File: src/hdl/sidtab_pkg.sv
// Package for the sorted ID table: sizes, operation codes and the structs
// that travel between the cells of the chain. No dependencies.
package sidtab_pkg;

  localparam int TABLE_DEPTH = 128;
  localparam int ID_W        = 32;
  localparam int FUNC_W      = 2;
  localparam int CNT_W       = $clog2(TABLE_DEPTH + 1);

  localparam logic [FUNC_W-1:0] FUNC_CLEAR  = 2'd0;
  localparam logic [FUNC_W-1:0] FUNC_INSERT = 2'd1;
  localparam logic [FUNC_W-1:0] FUNC_QUERY  = 2'd2;

  // Insert command broadcast to every cell.
  typedef struct packed {
    logic            en;
    logic [ID_W-1:0] id;
  } ins_t;

  // What a cell shows its right-hand neighbor during an insert.
  typedef struct packed {
    logic            valid;
    logic            gt;     // entry is empty or greater than the new id
    logic [ID_W-1:0] id;
  } link_t;

  // Query token that walks the chain one cell per cycle.
  typedef struct packed {
    logic            act;
    logic            done;
    logic [ID_W-1:0] cand;
  } tok_t;

endpackage

File: src/hdl/sidtab_cell.sv
// One cell of the sorted ID table chain: holds one entry, takes part in the
// parallel insertion step and passes the query token on. Uses sidtab_pkg.
module sidtab_cell import sidtab_pkg::*; (
  input  logic  clk,
  input  logic  rst,
  input  logic  clear,
  input  ins_t  ins,
  input  link_t left,
  output link_t right,
  input  tok_t  tok_in,
  output tok_t  tok_out
);

  logic            valid;
  logic [ID_W-1:0] id;
  logic            stop;

  assign right.valid = valid;
  assign right.id    = id;
  assign right.gt    = !valid || (id > ins.id);

  // Stop the walk here when the entry is empty or leaves a gap below it.
  assign stop = tok_in.done || !valid || (tok_in.cand < id);

  always_ff @(posedge clk) begin
    if (rst || clear) begin
      valid <= 1'b0;
    end else if (ins.en) begin
      if (left.gt) begin
        valid <= left.valid;
      end else if (right.gt) begin
        valid <= 1'b1;
      end
    end
  end

  always_ff @(posedge clk) begin
    if (ins.en) begin
      if (left.gt) begin
        id <= left.id;
      end else if (right.gt) begin
        id <= ins.id;
      end
    end
  end

  always_ff @(posedge clk) begin
    if (rst) begin
      tok_out.act <= 1'b0;
    end else begin
      tok_out.act <= tok_in.act;
    end
    tok_out.done <= stop;
    tok_out.cand <= stop ? tok_in.cand : id + ID_W'(1);
  end

endmodule

File: config.mk
export PLATFORM = sky130hd
export DESIGN_NAME = sidtab_cell
export DESIGN_NICKNAME = d
export VERILOG_FILES = /design/src/hdl/sidtab_pkg.sv /design/src/hdl/sidtab_cell.sv
export SDC_FILE = /design/constraint.sdc
export NUM_CORES = 1
export LEC_CHECK = 0
export ABC_AREA = 1
export BUFFER_PORTS_ARGS = -buffer_cell sky130_fd_sc_hd__buf_2
export CAP_MARGIN = 20
export CORE_MARGIN = 1
export CORE_UTILIZATION = 55
export CTS_BUF_LIST = sky130_fd_sc_hd__clkbuf_8 sky130_fd_sc_hd__clkbuf_16
export DETAILED_ROUTE_END_ITERATION = 6
export PLACE_DENSITY = 0.95
export SYNTH_ARGS = -nofsm -noshare
export SYNTH_HDL_FRONTEND = slang
export SYNTH_SLANG_ARGS = --single-unit
File: constraint.sdc
create_clock -name clk -period 3.96 [get_ports clk]
set_input_delay 0.396 -clock clk [delete_from_list [all_inputs] [get_ports clk]]
set_output_delay 0.396 -clock clk [all_outputs]
set_load 0.05 [all_outputs]
-- Word level (Yosys, flattened, before mapping)
Cells that the tools add are included.
- bitwise gates (word level): 0
- shifts and indexed selects: 0
- magnitude comparators: 2
- muxes and demuxes: 5
- div/mod/pow operators: 0
- add/subtract/negate cells: 1
- multipliers: 0
- equality and inequality tests: 0
- reductions and logical operators: 7
- operators by type and width (operator ; number):
    2-to-1 mux 32 bit ; 3
    adder 32 x 1 -> 32 bit, second input constant ; 1
    > comparator 32 bit ; 1
    less-than comparator 32 bit ; 1
    logical OR 1 bit ; 4
    2-to-1 mux 1 bit ; 2
    AND reduction 2 bit ; 1
    nonzero test 2 bit ; 1
    logical NOT 1 bit ; 1
- latch bits: 0
- memory bits (read-only): 0
- memories kept: 0
- bits in registers: 67
- bits of input ports: 104
- logic and storage cells: 20
- output and inout port bits: 68
- bits in writable memories: 0

-- Logic depth before layout (Yosys ltp)
Gate-level depths: netlist (run 1).
- word-level depth: 4
- mapped depth: 17
- gate-level depth less buffers: 17

-- Worst setup path after synthesis (run 1)
Ideal clock, no wire load.
- kind: reg-to-reg
- start point: register id[11]
- end point: register id[0], enable pin
- buffers on the path: 0
- period minus slack after synthesis: 2.753 ns
- stages on the path, launching flop included: 14
- arrival time: 2.367 ns
- slack: 1.207 ns
- library setup time: 0.387 ns
- required time: 3.573 ns
- path through: edfxtp_1 ha_1 nand2_1 inv_1 nand3_1 nor3_1 nand2_1 nand2_1 nand2_1 nand2_1 nand2_1 nand3_1 nand2_1 inv_1
- word-level cells in the longest chain between the ends: 4
- ends and longest elaborated chain (element ; RTL line ; source):
    from (decl) ; sidtab_cell.sv:15 ; logic [ID_W-1:0] id;
    from (signal assigned) ; sidtab_cell.sv:40 ; id <= left.id;
    from (signal assigned) ; sidtab_cell.sv:42 ; id <= ins.id;
    > comparator 32 bit ; sidtab_cell.sv:20 ; assign right.gt = !valid || (id > ins.id);
    logical OR 1 bit ; sidtab_cell.sv:20 ;
    nonzero test 2 bit (no source line) ; - ;
    AND reduction 2 bit (no source line) ; - ;
Every way passes these cells.
A chain may end at the register's enable or synchronous reset.

-- Worst setup path after layout (run 1)
- start point: register id[23]
- end point: register tok_out[15] (netlist bit)
- word-level cells in the longest chain between the ends: 3
- ends and longest elaborated chain (element ; RTL line ; source):
    less-than comparator 32 bit ; sidtab_cell.sv:23 ; assign stop = tok_in.done || !valid || (tok_in.cand < id);
    logical OR 1 bit ; sidtab_cell.sv:23 ;
    2-to-1 mux 32 bit ; sidtab_cell.sv:54 ; tok_out.cand <= stop ? tok_in.cand : id + ID_W'(1);
    to (decl) ; sidtab_cell.sv:11 ; output tok_t tok_out
Every way passes these cells.

==> results.ini, run 1 <==
[global_route]
grt_pass1_vias = 4709
grt_first_pass_wirelength_um = 21500
grt.total_usage_pct = 28.3
grt-ovfl-total = 0
largest_net_degree_at_the_start_of_global_routing = 66
grt_antenna_before_repair = 0

[power_and_ir_drop]
switch_pwr_mw = 0.726
power.static_leakage_nw = 3.32
power.share.clock_pct = 30.3
power.internal_mw = 1.31
cellPowerDensity_nw_per_um2 = 335
vdd_drop_max_uv = 241
power.switching_fraction_pct = 35.7
portion_of_total_power_attributed_to_combinational_logic_pct = 28.8
share_seq_of_total_power_pct = 40.9

[clock_tree]
ctsResizeCount = 0
cts_root_buffer = sky130_fd_sc_hd__clkbuf_8
cts_tree = yes
post_cts.repair.setup_buffers = 0
clk_pin_slew_ps = 80
hold_buffers = 0
cts_max_level = 3
cts_buffers = 9
clkLatencyLatePin_ps = 360
number_of_clock_sinks = 67
cts-root-to-sink-buffers = 2

[sta]
report.final.slew_viol_count = 0
grt_setup_unrepaired = no
slew-limit-headroom_pct = 60.9
period_needed_ps = 2860
fmax_ghz = 0.349
timing_worst_slew_pin_value_ps = 585
setup_tns_ps = 0
post-route-period-util_pct = 72.3
timing.final.hold_violations = 0
holdWs_ps = 222
clock_skew_ps = 10.4
endpoints_failing_setup = 0

[synth]
synth_warnings = 0
syn-num-nets = 828
synthDistinctLibCells = 32
postSynthCellCount = 660
synth_area_per_cell_um2 = 7.48
synth.ff_latch_count = 67
synth_area_um2 = 4940
synth_sequential_area_ratio_pct = 33.6

[final_layout]
synth_to_layout_area_growth_pct = 22.9
fin_cells = 941
final_core_utilization_pct = 69.6
n_antenna_cell = 0
nNetsFinal = 996
drive_above_1_share_pct = 24.7

[floorplanning]
core_region_area_um2 = 8720
die_w_um = 96.8
design.portCount = 172
initial_cell_density_of_the_core_pct = 56.6
fp.dieArea_um2 = 9360
placement_rows = 34
dieHeight_um = 96.8

[worst_setup_path]
setup_slack_of_the_worst_register_to_register_path_ps = 1100
path_common_cell = sky130_fd_sc_hd__nand2_1
worstPathMaxFanout = 33
r2r_end = tok_out[15]
crit_chain = inv_1, ha_1, nand2_1, nor2_1, nand4_1, nor2_1, nand2_1, nand2_2, nand2_2, nand2_1, nand2_1
slowest_stage = sky130_fd_sc_hd__nand2_2
crit_family = simple AND/OR/NAND/NOR gates
setup.worst_path.class = register to register
worst_endpoint_required_time_ps = 4200
setup.worst_path.end_class = register
r2r_cells = 11
worstReg2RegStart = id[23]
crit_path_max_incr_delay_ps = 510
startpoint_type = register
timing.critical_path.arrival_ps = 3100
combined_buffer_and_inverter_count_along_the_critical_path = 1

[detailed_routing]
vias = 4965
detail_route.wl_per_cell_um = 13.9
starting_drt_drc_count = 228
route.detailed.vias_per_inst = 5.28
route.final.wire_length_um = 13000
drcViolationCount = 0
drtAntennaViolNets = 0
drt_first_pass_iters = 5

[placement]
detailedPlacementHpwl_um = 10500
placedCellCount = 925
gp_congestion = 0.939
port_buffer_count = 171

[worst_hold_path]
hold_path.startpoint = rst
hold_path_depth = 2
min_to = tok_out[33]
hold_path_class = input port to register

[run]
maxCapViolCount = 0

[run_status]
outcome = completed

logic make-up (layout without fill, tap and decap cells):
logic type | count (synthesis) | count (layout) | share of synthesized area [%]
adders and majority gates | 64 | 64 | 16.2
xor gates and xnor gates | 30 | 30 | 5.32
AOI/OAI and AO/OA | 72 | 72 | 7.58
DFF | 67 | 67 | 33.6
and+or+nand+nor | 314 | 314 | 28.0
buffers and inverters | 113 | 286 | 9.20
synthesized netlist by cell type, drive strengths merged:
cell type,count,area share (%)
buf,9,1.3
o21bai,1,0.15
nand3,50,5.3
o21ai,38,3.9
dfxtp,35,14
and3,1,0.13
o21a,1,0.15
edfxtp,32,19
nand2,195,15
nor2,38,3.2
ha,64,16
nor4,1,0.13
nand4,10,1.3
a21oi,28,2.8
inv,96,7.3
a21o,2,0.30
clkbuf,8,0.61
o211ai,1,0.15
nor3,18,2.7
nor3b,1,0.15
xor2,30,5.3
a31oi,1,0.13
metal layers:
| layer | share of wire (%) | global-route usage [%] |
|---|---|---|
| met5 | 0 | 0 |
| met4 | 3.0 | 13.4 |
| met3 | 6.6 | 4.34 |
| met2 | 47 | 46.6 |
| met1 | 43 | 36.5 |
power by group through the flow:
stage	Sequential [mW]	Combinational, mW	Clock, mW
5_1_grt	0.838	0.646	0.654
4_1_cts	0.831	0.584	0.619
6_report	0.832	0.585	0.617
3_3_place_gp	0.845	0.563	0
3_5_place_dp	0.846	0.579	0
2_1_floorplan	0.997	0.255	0
worst max path at each step:
stage,endpoint,from,cells after the start
2_1_floorplan,id[0],id[11],13
3_3_place_gp,tok_out[29],id[15],13
3_5_place_dp,tok_out[15],id[13],11
4_1_cts,tok_out[15],id[14],13
5_1_grt,tok_out[3],id[14],13
6_report,tok_out[15],id[23],11
placed cells by master (no fill, tap or decap), types with 2 or more instances in the layout:
cell type                   netlist  final
sky130_fd_sc_hd__nand4_1         10     10
sky130_fd_sc_hd__nor2_1          35     34
sky130_fd_sc_hd__bufinv_16        0      2
sky130_fd_sc_hd__buf_2            3    171
sky130_fd_sc_hd__buf_4            5      3
sky130_fd_sc_hd__nor3_4           2      2
sky130_fd_sc_hd__edfxtp_1        32     32
sky130_fd_sc_hd__nor2_4           2      2
sky130_fd_sc_hd__clkbuf_8         0      9
sky130_fd_sc_hd__nor3_1          12     12
sky130_fd_sc_hd__clkinv_1         0      2
sky130_fd_sc_hd__nand2_1        190    190
sky130_fd_sc_hd__nor2_2           1      2
sky130_fd_sc_hd__inv_2            2      2
sky130_fd_sc_hd__inv_1           94     95
sky130_fd_sc_hd__dfxtp_1         35     35
sky130_fd_sc_hd__nor3_2           4      4
sky130_fd_sc_hd__ha_1            64     64
sky130_fd_sc_hd__xor2_1          30     30
sky130_fd_sc_hd__o21ai_0         38     38
sky130_fd_sc_hd__a21oi_1         28     28
sky130_fd_sc_hd__a21o_1           2      2
sky130_fd_sc_hd__nand2_2          4      4
sky130_fd_sc_hd__nand3_2          2      2
sky130_fd_sc_hd__nand3_1         48     48
metrics by stage:
stage | cell area [µm²] | power [mW] | setup slack (ps)
2_1_floorplan | 4940 | 1.25 | 1210
3_3_place_gp | 5860 | 1.41 | 1290
3_5_place_dp | 5860 | 1.43 | 1240
4_1_cts | 6070 | 2.03 | 1130
5_1_grt | 6070 | 2.14 | 786
6_report | 6070 | 2.03 | 1100
worst register-to-register path, stage by stage (launching register included):
cell and delay, ps:
sky130_fd_sc_hd__edfxtp_1 500, sky130_fd_sc_hd__inv_1 130, sky130_fd_sc_hd__ha_1 320, sky130_fd_sc_hd__nand2_1 70, sky130_fd_sc_hd__nor2_1 170, sky130_fd_sc_hd__nand4_1 110, sky130_fd_sc_hd__nor2_1 140, sky130_fd_sc_hd__nand2_1 100
sky130_fd_sc_hd__nand2_2 450, sky130_fd_sc_hd__nand2_2 520, sky130_fd_sc_hd__nand2_1 170, sky130_fd_sc_hd__nand2_1 70
registers in the layout, summed over array words and instances (netlist names):
signal	count
id	32
tok_out	34
valid	1
layout make-up:
class                           count  area (µm²)
Fill cell                         718        2650
Clock buffer                        9         124
Multi-Input combinational cell    480        2830
Tap cell                          108         135
Timing Repair Buffer              174         878
Clock inverter                      7        83.8
Sequential cell                    67        1660
Inverter                           96         360
No activity file was read; power rests on OpenSTA's default activity.
==> run 2: changes to the inputs <==
- CORE_UTILIZATION: 55 -> 51
- PLACE_DENSITY: 0.95 -> 0.9
- clock period: 3.96 -> 2.9 ns (I/O delays scaled with it)
==> run 2 against run 1 <==
  * Flip-flop and latch count is the same
  * Clock skew shrank 0.98 ps
  * Total power grew 28%
  * Combinational power grew 38%
  * Register-to-register slack lost 560 ps
  * Non-clock buffer count grew 3
  * Worst hold slack lost 120 ps
  * Routed wire length shrank 1.0%
  * Cell area is essentially flat
  * Clock-buffer cell count is the same
  * Critical path type is now register to output port
  * Largest cell class unchanged
==> results.ini, run 2 (synthesis results as in run 1) <==
[global_route]
grt-ovfl-total = 0
grt_first_pass_wirelength_um = 21000
grt_antenna_before_repair = 0
grt_pass1_vias = 4524
grt.total_usage_pct = 26.8
largest_net_degree_at_the_start_of_global_routing = 48

[placement]
port_buffer_count = 171
detailedPlacementHpwl_um = 10600
gp_congestion = 0.908

[worst_setup_path]
timing.critical_path.arrival_ps = 2230
startpoint_type = register
combined_buffer_and_inverter_count_along_the_critical_path = 1
slowest_stage = sky130_fd_sc_hd__edfxtp_1
worst_endpoint_required_time_ps = 2610
setup.worst_path.end_class = output port
crit_path_max_incr_delay_ps = 490
setup.worst_path.class = register to output port
crit_chain = ha_1, nand3_1, nor2_1, nand4_1, nor2_1, nand2_1, nand2_1, nand2_1, nand2_1, buf_2
crit_family = simple AND/OR/NAND/NOR gates
path_common_cell = sky130_fd_sc_hd__nand2_1
worstPathMaxFanout = 6

[clock_tree]
cts_root_buffer = sky130_fd_sc_hd__clkbuf_8
cts-root-to-sink-buffers = 2
clkLatencyLatePin_ps = 350
cts_max_level = 3
hold_buffers = 0
ctsResizeCount = 0
post_cts.repair.setup_buffers = 0
number_of_clock_sinks = 67
cts_tree = yes
clk_pin_slew_ps = 70
cts_buffers = 9

[detailed_routing]
vias = 4857
route.final.wire_length_um = 12900
starting_drt_drc_count = 209
route.detailed.vias_per_inst = 5.03
detail_route.wl_per_cell_um = 13.4
drtAntennaViolNets = 0
drcViolationCount = 0
drt_first_pass_iters = 4

[worst_hold_path]
hold_path_class = input port to register

[sta]
setup_tns_ps = 0
post-route-period-util_pct = 86.8
timing.final.hold_violations = 0
report.final.slew_viol_count = 0
grt_setup_unrepaired = no
clock_skew_ps = 9.43
endpoints_failing_setup = 0
period_needed_ps = 2520
fmax_ghz = 0.397
slew-limit-headroom_pct = 59.9
holdWs_ps = 104
timing_worst_slew_pin_value_ps = 599

[final_layout]
top_register = tok_out
n_antenna_cell = 0
nNetsFinal = 999
filler_cell_count = 802
most_common_cell_after_layout_fill_and_taps_aside = sky130_fd_sc_hd__nand2_1
drive_above_1_share_pct = 25.1
layout_top_registers = tok_out x34, id x32, valid x1
synth_to_layout_area_growth_pct = 22.9
largest_reg_flops = 34
layout_common_cells = sky130_fd_sc_hd__nand2_1 (190), sky130_fd_sc_hd__buf_2 (171), sky130_fd_sc_hd__inv_1 (96)

[floorplanning]
placement_rows = 35
initial_cell_density_of_the_core_pct = 52.9
core_region_area_um2 = 9330
die_w_um = 100
dieHeight_um = 100
fp.dieArea_um2 = 10100
design.portCount = 172

[run]
maxCapViolCount = 0

[run_status]
outcome = completed

[power_and_ir_drop]
power.static_leakage_nw = 3.31
cellPowerDensity_nw_per_um2 = 429
vdd_drop_max_uv = 223

## run 2: changes by cell type in the layout (fill, tap and decap cells not counted)
cell	before	now
sky130_fd_sc_hd__clkinvlp_4	1	2
sky130_fd_sc_hd__clkinv_1	2	0
sky130_fd_sc_hd__inv_1	95	96
sky130_fd_sc_hd__clkinv_2	1	3
sky130_fd_sc_hd__buf_4	3	6
sky130_fd_sc_hd__bufinv_16	2	0
## run 2: path summary, 6_finish.rpt
kind,slack [ps],to,depth (start not counted),from
max reg2reg,540,id[11],12,id[23]
min,100,tok_out[33],2,rst
min reg2reg,610,valid,2,valid
max,380,right[32],10,id[23]
## run 2: layout make-up
cell class / instances / area, µm² / share of cell area (%)
clock buffer: 9 / 124 / 2.04
multi-input combinational: 480 / 2830 / 46.5
clock inverter: 7 / 37.5 / 0.618
inverter: 96 / 360 / 5.94
tap: 129 / 161 / 2.66
sequential: 67 / 1660 / 27.4
timing repair buffer: 177 / 901 / 14.8
## run 2: per-stage QoR
step | setup WS [ps] | std cells | util, % | area [µm²] | power, mW
after floorplan | 147 | 660 | - | 4940 | 1.71
after global placement | 671 | 949 | 63.4 | 5910 | 1.93
after global routing | 159 | 965 | 65.1 | 6070 | 2.75
after detailed placement | 580 | 949 | 63.4 | 5910 | 1.95
after CTS | 396 | 965 | 65.1 | 6070 | 2.61
final | 382 | 965 | 65.1 | 6070 | 2.61
## run 2: layer usage
metal	vias up	part of all wire, %	GRT usage (%)
met3	33	6.0	4.25
met5	-	0	0
li1	2485	-	-
met2	187	45	43.3
met1	2152	46	35.5
met4	0	3.2	11.8
## run 2: power breakdown
group / switching, mW / total (mW) / leakage [nW] / internal, mW
logic: 0.556 / 0.808 / 2.61 / 0.252
registers: 0.0610 / 1.13 / 0.611 / 1.07
clock network: 0.371 / 0.670 / 0.0874 / 0.299
